**src/sv/efe_pkg.sv**
```systemverilog
// Shared types and constants for the escaped frame encoder with CRC-8.
// Used by efe_seq, efe_obuf, escaped_frame_encoder_crc8 and the testbench.
package efe_pkg;

    localparam logic [7:0] OPEN_MARK  = 8'h5E;
    localparam logic [7:0] CLOSE_MARK = 8'h5F;
    localparam logic [7:0] ESC_MARK   = 8'h5C;
    localparam logic [7:0] ESC_FLIP   = 8'h20;

    localparam logic [7:0] OWN_ADDR_RESET = 8'h00;
    localparam logic [7:0] CRC_POLY_RESET = 8'h83;

    // configuration register indexes
    localparam logic REG_OWN_ADDR = 1'b0;
    localparam logic REG_CRC_POLY = 1'b1;

    // frame symbol being sent, one-hot
    typedef enum logic [5:0] {
        PH_OPEN  = 6'b000001,
        PH_OWN   = 6'b000010,
        PH_DEST  = 6'b000100,
        PH_DATA  = 6'b001000,
        PH_CRC   = 6'b010000,
        PH_CLOSE = 6'b100000
    } phase_t;

    // one line byte handed from the sequencer to the output register
    typedef struct packed {
        logic       vld;
        logic [7:0] data;
        logic       run_last;
        logic       frame_end;
    } emit_t;

endpackage

```
**src/sv/efe_crc_fold.sv**
```systemverilog
// One-byte MSB-first CRC-8 update with a run-time polynomial.
// Depends on nothing outside this file.
module efe_crc_fold (
    input  logic [7:0] crc_in,
    input  logic [7:0] data,
    input  logic [7:0] poly,
    output logic [7:0] crc_out
);

    always_comb
    begin
        logic [7:0] c;
        c = crc_in ^ data;
        for (int k = 0; k < 8; k++)
        begin
            if (c[7])
            begin
                c = {c[6:0], 1'b0} ^ poly;
            end
            else
            begin
                c = {c[6:0], 1'b0};
            end
        end
        crc_out = c;
    end

endmodule

```
**src/sv/efe_seq.sv**
```systemverilog
// Request register and byte sequencer: walks the frame symbols of one request,
// escapes them and folds the CRC. Depends on efe_pkg and efe_crc_fold.
module efe_seq (
    input  logic          clk,
    input  logic          rst_n,
    input  logic          in_valid,
    output logic          in_stall,
    input  logic [7:0]    payload_byte,
    input  logic [7:0]    dest_address,
    input  logic          last_byte,
    input  logic [7:0]    own_address,
    input  logic [7:0]    crc_polynomial,
    input  logic          slot_free,
    output efe_pkg::emit_t emit
);

    import efe_pkg::*;

    logic         item_vld_reg, item_vld_next;
    logic [7:0]   data_reg;
    logic [7:0]   dest_reg;
    logic         last_reg;
    phase_t       phase_reg, phase_next;
    logic         esc_reg, esc_next;
    logic [7:0]   crc_reg, crc_next;
    logic         inside_reg, inside_next;

    logic [7:0]   sym;
    logic         escapable;
    logic         is_special;
    logic         fire;
    logic         needs_esc;
    logic         advance;
    logic         done;
    logic         accept;
    logic [7:0]   fold_in;
    logic [7:0]   fold_out;

    assign fold_in = (phase_reg == PH_OWN) ? 8'h00 : crc_reg;

    efe_crc_fold u_fold (
        .crc_in  (fold_in),
        .data    (sym),
        .poly    (crc_polynomial),
        .crc_out (fold_out)
    );

    always_comb
    begin
        case (phase_reg)
            PH_OPEN:  sym = OPEN_MARK;
            PH_OWN:   sym = own_address;
            PH_DEST:  sym = dest_reg;
            PH_DATA:  sym = data_reg;
            PH_CRC:   sym = crc_reg;
            PH_CLOSE: sym = CLOSE_MARK;
            default:  sym = data_reg;
        endcase

        // delimiters go out raw
        escapable  = (phase_reg != PH_OPEN) && (phase_reg != PH_CLOSE);
        is_special = sym inside {ESC_MARK, OPEN_MARK, CLOSE_MARK};
        fire       = item_vld_reg && slot_free;
        needs_esc  = escapable && is_special && !esc_reg;
        advance    = fire && !needs_esc;
        done       = advance && ((phase_reg == PH_CLOSE)
                                 || ((phase_reg == PH_DATA) && !last_reg));

        emit.vld       = fire;
        emit.data      = esc_reg ? (sym ^ ESC_FLIP) : (needs_esc ? ESC_MARK : sym);
        emit.run_last  = done;
        emit.frame_end = fire && (phase_reg == PH_CLOSE);

        in_stall = item_vld_reg && !done;
        accept   = in_valid && !in_stall;

        esc_next    = fire ? needs_esc : esc_reg;
        crc_next    = crc_reg;
        inside_next = inside_reg;
        phase_next  = phase_reg;

        if (advance)
        begin
            case (phase_reg)
                PH_OPEN:
                begin
                    phase_next  = PH_OWN;
                    inside_next = 1'b1;
                end
                PH_OWN:
                begin
                    phase_next = PH_DEST;
                    crc_next   = fold_out;
                end
                PH_DEST:
                begin
                    phase_next = PH_DATA;
                    crc_next   = fold_out;
                end
                PH_DATA:
                begin
                    crc_next = fold_out;
                    if (last_reg)
                    begin
                        phase_next = PH_CRC;
                    end
                end
                PH_CRC:
                begin
                    phase_next = PH_CLOSE;
                end
                PH_CLOSE:
                begin
                    phase_next  = PH_OPEN;
                    crc_next    = 8'h00;
                    inside_next = 1'b0;
                end
                default:
                begin
                    phase_next = PH_OPEN;
                end
            endcase
        end

        // a new request opens a frame unless one is still running
        if (accept)
        begin
            phase_next = inside_next ? PH_DATA : PH_OPEN;
        end

        if (accept)
        begin
            item_vld_next = 1'b1;
        end
        else if (done)
        begin
            item_vld_next = 1'b0;
        end
        else
        begin
            item_vld_next = item_vld_reg;
        end
    end

    always_ff @(posedge clk or negedge rst_n)
    begin
        if (!rst_n)
        begin
            item_vld_reg <= 1'b0;
            phase_reg    <= PH_OPEN;
            esc_reg      <= 1'b0;
            crc_reg      <= 8'h00;
            inside_reg   <= 1'b0;
        end
        else
        begin
            item_vld_reg <= item_vld_next;
            phase_reg    <= phase_next;
            esc_reg      <= esc_next;
            crc_reg      <= crc_next;
            inside_reg   <= inside_next;
        end
    end

    always_ff @(posedge clk)
    begin
        if (accept)
        begin
            data_reg <= payload_byte;
            dest_reg <= dest_address;
            last_reg <= last_byte;
        end
    end

endmodule

```
**src/sv/efe_obuf.sv**
```systemverilog
// Output register between the sequencer and the line side.
// Depends on efe_pkg for the emit_t type.
module efe_obuf (
    input  logic           clk,
    input  logic           rst_n,
    input  efe_pkg::emit_t emit,
    output logic           slot_free,
    output logic           out_valid,
    input  logic           out_stall,
    output logic [7:0]     out_byte,
    output logic           run_last,
    output logic           frame_end
);

    import efe_pkg::*;

    logic       vld_reg, vld_next;
    logic [7:0] byte_reg;
    logic       run_last_reg;
    logic       frame_end_reg;

    // take a new byte when empty or when the held one leaves this cycle
    assign slot_free = !vld_reg || !out_stall;
    assign vld_next  = slot_free ? emit.vld : vld_reg;

    always_ff @(posedge clk or negedge rst_n)
    begin
        if (!rst_n)
        begin
            vld_reg <= 1'b0;
        end
        else
        begin
            vld_reg <= vld_next;
        end
    end

    always_ff @(posedge clk)
    begin
        if (slot_free && emit.vld)
        begin
            byte_reg      <= emit.data;
            run_last_reg  <= emit.run_last;
            frame_end_reg <= emit.frame_end;
        end
    end

    assign out_valid = vld_reg;
    assign out_byte  = byte_reg;
    assign run_last  = run_last_reg;
    assign frame_end = frame_end_reg;

endmodule

```
**src/sv/escaped_frame_encoder_crc8.sv**
```systemverilog
// Top level of the escaped frame encoder with CRC-8: configuration registers,
// sequencer and output register. Depends on efe_pkg, efe_seq and efe_obuf.
//
// Each request is one payload byte and produces one line byte per clock cycle
// into the output register while that register has room. A payload byte inside
// a frame causes 1 or 2 line bytes, and a one-byte frame with every field escaped
// causes up to 10. A new request is taken in the same cycle its predecessor emits
// its last byte, so requests follow each other without a gap. The CRC is folded
// one byte per cycle, while the output register has room, as each address or
// payload byte goes out. Configuration is written through cfg_wr_en / cfg_index /
// cfg_data into registers that the sequencer reads.
module escaped_frame_encoder_crc8 (
    input  logic       clk,
    input  logic       rst_n,
    input  logic       cfg_wr_en,
    input  logic       cfg_index,
    input  logic [7:0] cfg_data,
    input  logic       in_valid,
    output logic       in_stall,
    input  logic [7:0] payload_byte,
    input  logic [7:0] dest_address,
    input  logic       last_byte,
    output logic       out_valid,
    input  logic       out_stall,
    output logic [7:0] out_byte,
    output logic       run_last,
    output logic       frame_end
);

    import efe_pkg::*;

    logic [7:0] own_addr_reg, own_addr_next;
    logic [7:0] crc_poly_reg, crc_poly_next;
    emit_t      emit;
    logic       slot_free;

    always_comb
    begin
        own_addr_next = own_addr_reg;
        crc_poly_next = crc_poly_reg;
        if (cfg_wr_en)
        begin
            case (cfg_index)
                REG_OWN_ADDR: own_addr_next = cfg_data;
                REG_CRC_POLY: crc_poly_next = cfg_data;
                default:      own_addr_next = own_addr_reg;
            endcase
        end
    end

    always_ff @(posedge clk or negedge rst_n)
    begin
        if (!rst_n)
        begin
            own_addr_reg <= OWN_ADDR_RESET;
            crc_poly_reg <= CRC_POLY_RESET;
        end
        else
        begin
            own_addr_reg <= own_addr_next;
            crc_poly_reg <= crc_poly_next;
        end
    end

    efe_seq u_seq (
        .clk            (clk),
        .rst_n          (rst_n),
        .in_valid       (in_valid),
        .in_stall       (in_stall),
        .payload_byte   (payload_byte),
        .dest_address   (dest_address),
        .last_byte      (last_byte),
        .own_address    (own_addr_reg),
        .crc_polynomial (crc_poly_reg),
        .slot_free      (slot_free),
        .emit           (emit)
    );

    efe_obuf u_obuf (
        .clk       (clk),
        .rst_n     (rst_n),
        .emit      (emit),
        .slot_free (slot_free),
        .out_valid (out_valid),
        .out_stall (out_stall),
        .out_byte  (out_byte),
        .run_last  (run_last),
        .frame_end (frame_end)
    );

    // the closing delimiter always ends the run of its request
    a_close_ends_run: assert property (@(posedge clk) disable iff (!rst_n)
        out_valid && frame_end |-> run_last && (out_byte == CLOSE_MARK))
        else $error("frame_end without run_last or closing delimiter");

    // an escape prefix never ends a run or a frame
    a_esc_not_last: assert property (@(posedge clk) disable iff (!rst_n)
        out_valid && (out_byte == ESC_MARK) |-> !run_last && !frame_end)
        else $error("escape prefix ends a run");

    // a byte is only emitted toward a free output slot
    a_emit_slot: assert property (@(posedge clk) disable iff (!rst_n)
        emit.vld |-> slot_free)
        else $error("sequencer emitted into a full output register");

    // a new request is taken only when the previous one is finishing
    a_accept_done: assert property (@(posedge clk) disable iff (!rst_n)
        !in_stall && u_seq.item_vld_reg |-> emit.run_last)
        else $error("request register overwritten before its run ended");

endmodule

```
**config.mk**
```make
export PLATFORM = sky130hd
export DESIGN_NAME = escaped_frame_encoder_crc8
export DESIGN_NICKNAME = d
export VERILOG_FILES = /design/src/sv/efe_pkg.sv /design/src/sv/efe_crc_fold.sv /design/src/sv/efe_seq.sv /design/src/sv/efe_obuf.sv /design/src/sv/escaped_frame_encoder_crc8.sv
export SDC_FILE = /design/constraint.sdc
export NUM_CORES = 1
export LEC_CHECK = 0
export BUFFER_PORTS_ARGS = -buffer_cell sky130_fd_sc_hd__buf_2
export CELL_PAD_IN_SITES_DETAIL_PLACEMENT = 1
export CELL_PAD_IN_SITES_GLOBAL_PLACEMENT = 1
export CORE_MARGIN = 2
export CORE_UTILIZATION = 40
export CTS_CLUSTER_DIAMETER = 80
export DETAILED_ROUTE_END_ITERATION = 7
export PLACE_DENSITY_LB_ADDON = 0.25
export SLEW_MARGIN = 25
export SYNTH_ARGS = -nofsm -noshare
export SYNTH_HDL_FRONTEND = slang
export SYNTH_SLANG_ARGS = --single-unit
```
**constraint.sdc**
```tcl
create_clock -name clk -period 14.8 [get_ports clk]
set_input_delay 0.74 -clock clk [delete_from_list [all_inputs] [get_ports clk]]
set_output_delay 0.74 -clock clk [all_outputs]
set_load 0.02 [all_outputs]
```
==> reports/summary.txt <==
DETAILED ROUTING
-------------------------------------------------------------------------------------
Vias post-DR                                                                     3837
Pre-Repair DR Iteration Count                                                       4
Routed WL                                                                    13.39 mm
Drt wl/cell                                                                  20.47 um
# DRC                                                                               0
Number of nets with antenna violations after routing                                0
Number of vias per cell after detailed routing                                  5.867
Count of routing violations after the opening detailed-route iteration            203

CRITICAL PATH
-------------------------------------------------------------------------------------
Arrival @ worst endpoint                                                      6.09 ns
FF-to-FF Start                                                           u_seq.phase_reg[4]
Flop-to-flop setup slack                                                      8.92 ns
End of the worst register-to-register path                               u_seq.crc_reg[6]
Worst Reg2Reg Path Length in Cells                                                 15
Worst setup EP type                                                              flop
Required time reported for the critical path endpoint                        15.02 ns
Critical path peak fanout                                                          18
Worst Setup Path Type                                                      reg -> reg
Startpoint type of the worst setup path                                          flop

DIE
-------------------------------------------------------------------------------------
Die X-Extent                                                                 112.5 um
Total core area                                                             11470 um2
Vert. Die Dim                                                                112.5 um
Io pins                                                                            43
Starting density of the core                                                   0.4104
Total die area                                                              12650 um2
Site row count                                                                     39

FINAL LAYOUT
-------------------------------------------------------------------------------------
Number of standard cells in the layout, taps in and fillers out                   654
Area added between synthesis and finish                                        12.71%
Number of diodes                                                                    0
Nets                                                                              537
Fraction of layout cells with a size suffix above 1                            0.2290
Post-route design area                                                       5304 um2

TIMING
-------------------------------------------------------------------------------------
Clock period minus worst slack                                               5.876 ns
Final worst-path cycle share                                                   0.3970
Worst Tran Pin Value                                                        0.8821 ns
Worst-case headroom to the max-slew limit                                      0.4107
Number of max-slew violations in the final report                                   0
Final hold violation count                                                          0
Accumulated negative setup slack                                                 0 ns
Setup repair after global routing missed its margin                             false
Highest Clock Rate                                                          170.2 MHz
Final clock skew                                                          0.006809 ns
Number of setup violations in the final report                                      0

SYNTH
-------------------------------------------------------------------------------------
Register area share after synthesis                                            0.3542
Simple-Gate Fraction of Synth Area                                             0.1901
Post-synthesis cell count                                                         482
Adder-cell share of the synthesized area                                            0
Synth Warn #                                                                        0
Top flip-flop cell by instance count after synthesis                     sky130_fd_sc_hd__dfrtp_1
Combinational family with the most area after synthesis                  compound AO/OA/AOI/OAI gates
Total of flip-flops plus latches after synthesis                                   61
Share of the synthesized area in compound gates (AO/OA/AOI/OAI)                0.2108
Net Count, Synth                                                                  513
Mux cell area share after synthesis                                           0.05929
Count of unique library cells instantiated by Yosys                                78
Post-synth EDFFs                                                                   27
Asr flop ratio synth                                                           0.5574
Mean instance size in the synthesized netlist                               9.763 um2
Xor/xnor share of the synthesized area                                         0.1473
Summed instance area of the synthesized netlist                              4706 um2

CLOCKING
-------------------------------------------------------------------------------------
Clock slew seen by the registers of the worst setup and hold paths            0.05 ns
Clock tree from TritonCTS                                                         yes
Root Driver                                                              sky130_fd_sc_hd__clkbuf_16
Clock latency of the later-clocked register in the worst-skew pair            0.33 ns
Total CTS buffers                                                                   9
Buffers inserted by post-CTS timing repair                                          0
Maximum clock insertion buffer count                                                2
Number of cells upsized or downsized after cts                                      0
Total number of clock tree sinks                                                   61
H-Tree Level Count                                                                  3
Post-CTS Hold Buffers                                                               0

GRT
-------------------------------------------------------------------------------------
Maximum number of pins on one net before global-route repair                       35
Via count of the first global-routing pass                                       3922
Number of antenna violations at the first check in global routing                   0
Total global-route track usage                                                 0.2193
GRT Residual Overflow                                                               0
First-pass GRT wire length                                                   21.70 mm

PLACE
-------------------------------------------------------------------------------------
Routability-driven placement congestion ratio                                  0.8207
Half-perimeter wire length after detailed placement                          9.803 mm
Number of port buffers                                                             42
Placed Cells                                                                      638
Instance area after placement                                                4971 um2

RUN STATUS
-------------------------------------------------------------------------------------
Run status                                                                  completed

WORST HOLD PATH
-------------------------------------------------------------------------------------
Classification of the worst-slack hold path                               in -> async

RUN
-------------------------------------------------------------------------------------
Max-cap violation count                                                             0

[metal layers]
metal | wire (um) | up-vias | GRT usage
li1 | - | 1818 | -
met1 | 5928 | 1941 | 0.2806
met2 | 6864 | 62 | 0.3900
met3 | 420 | 16 | 0.03348
met4 | 175 | 0 | 0.05447
met5 | 0 | - | 0
[cell usage in the layout (no fill, tap or decap), types with 7 or more instances in the layout]
| cell type | instances |
|---|---|
| sky130_fd_sc_hd__xnor3_1 | 7 |
| sky130_fd_sc_hd__xor2_1 | 11 |
| sky130_fd_sc_hd__clkbuf_16 | 9 |
| sky130_fd_sc_hd__nand3_1 | 13 |
| sky130_fd_sc_hd__nand2_1 | 69 |
| sky130_fd_sc_hd__mux2_2 | 19 |
| sky130_fd_sc_hd__xnor2_1 | 30 |
| sky130_fd_sc_hd__dfrtp_1 | 30 |
| sky130_fd_sc_hd__nor3_1 | 8 |
| sky130_fd_sc_hd__o21ai_0 | 12 |
| sky130_fd_sc_hd__a21oi_1 | 24 |
| sky130_fd_sc_hd__nor2_1 | 30 |
| sky130_fd_sc_hd__o21ai_1 | 13 |
| sky130_fd_sc_hd__buf_2 | 42 |
| sky130_fd_sc_hd__edfxtp_1 | 27 |
| sky130_fd_sc_hd__inv_1 | 11 |
[Yosys cell counts, drive strengths merged (11+ instances only)]
cell / count / area share
nand3: 13 / 0.014
nor2: 31 / 0.025
clkbuf: 19 / 0.015
buf: 11 / 0.014
nand2: 69 / 0.055
o21ai: 25 / 0.027
mux2: 20 / 0.049
xnor2: 36 / 0.081
edfxtp: 27 / 0.17
a21oi: 25 / 0.027
xor2: 13 / 0.027
dfrtp: 30 / 0.16
inv: 11 / 0.0088
[metrics by stage]
stage	utilization	setup WS, ns	hold slack, ns
after CTS	0.4624	8.947	0.4825
final	0.4625	8.924	0.4869
after global placement	0.4328	8.918	0.4675
after global routing	0.4625	8.485	0.5167
after floorplan	-	9.998	0.4438
after detailed placement	0.4335	8.975	0.4685
[area by class of cell]
| type | instances | area (um2) |
|---|---|---|
| clock buffers | 11 | 232.7 |
| clock inverters | 5 | 98.84 |
| fillers | 1305 | 6163 |
| inverters | 11 | 41.29 |
| multi-input cells | 380 | 2868 |
| flip-flops and latches | 61 | 1667 |
| well taps | 143 | 178.9 |
| repair buffers | 43 | 217.7 |
[cell families (layout without fill, tap and decap cells)]
group           after synthesis  after routing
xor+xnor                     57             57
buf+inv                      41             70
mux                          25             25
compound gates              123            123
simple gates                175            175
flops                        61             61
[critical path, stage by stage, from the launching register on]
cell                        delay, ns
sky130_fd_sc_hd__dfrtp_1         0.49
sky130_fd_sc_hd__nor4_2          0.65
sky130_fd_sc_hd__and2_1          0.66
sky130_fd_sc_hd__a2111oi_2       0.24
sky130_fd_sc_hd__a211oi_4        0.74
sky130_fd_sc_hd__nor3_1          0.20
sky130_fd_sc_hd__or4_4           0.56
sky130_fd_sc_hd__and3_1          0.19
sky130_fd_sc_hd__a211o_1         0.26
sky130_fd_sc_hd__xnor2_2         0.33
sky130_fd_sc_hd__nand2_1         0.16
sky130_fd_sc_hd__xnor2_1         0.21
sky130_fd_sc_hd__a221oi_4        0.36
sky130_fd_sc_hd__o21ai_1         0.11
sky130_fd_sc_hd__xnor3_1         0.39
sky130_fd_sc_hd__a22o_1          0.21
[worst max path at each step]
stage,startpoint,to,slack [ns],cells past startpoint
floorplan,u_seq.phase_reg[0],u_seq.crc_reg[6],10.0,17
global placement,u_seq.phase_reg[4],u_seq.crc_reg[6],8.92,15
detailed placement,u_seq.phase_reg[4],u_seq.crc_reg[6],8.97,15
CTS,u_seq.phase_reg[4],u_seq.crc_reg[6],8.95,15
global route,u_seq.phase_reg[4],u_seq.crc_reg[6],8.48,15
finish,u_seq.phase_reg[4],u_seq.crc_reg[6],8.92,15
Power is left out: the tool's default activity adds up to more than one toggle a clock period on the data nets, which glitch-free logic cannot reach.
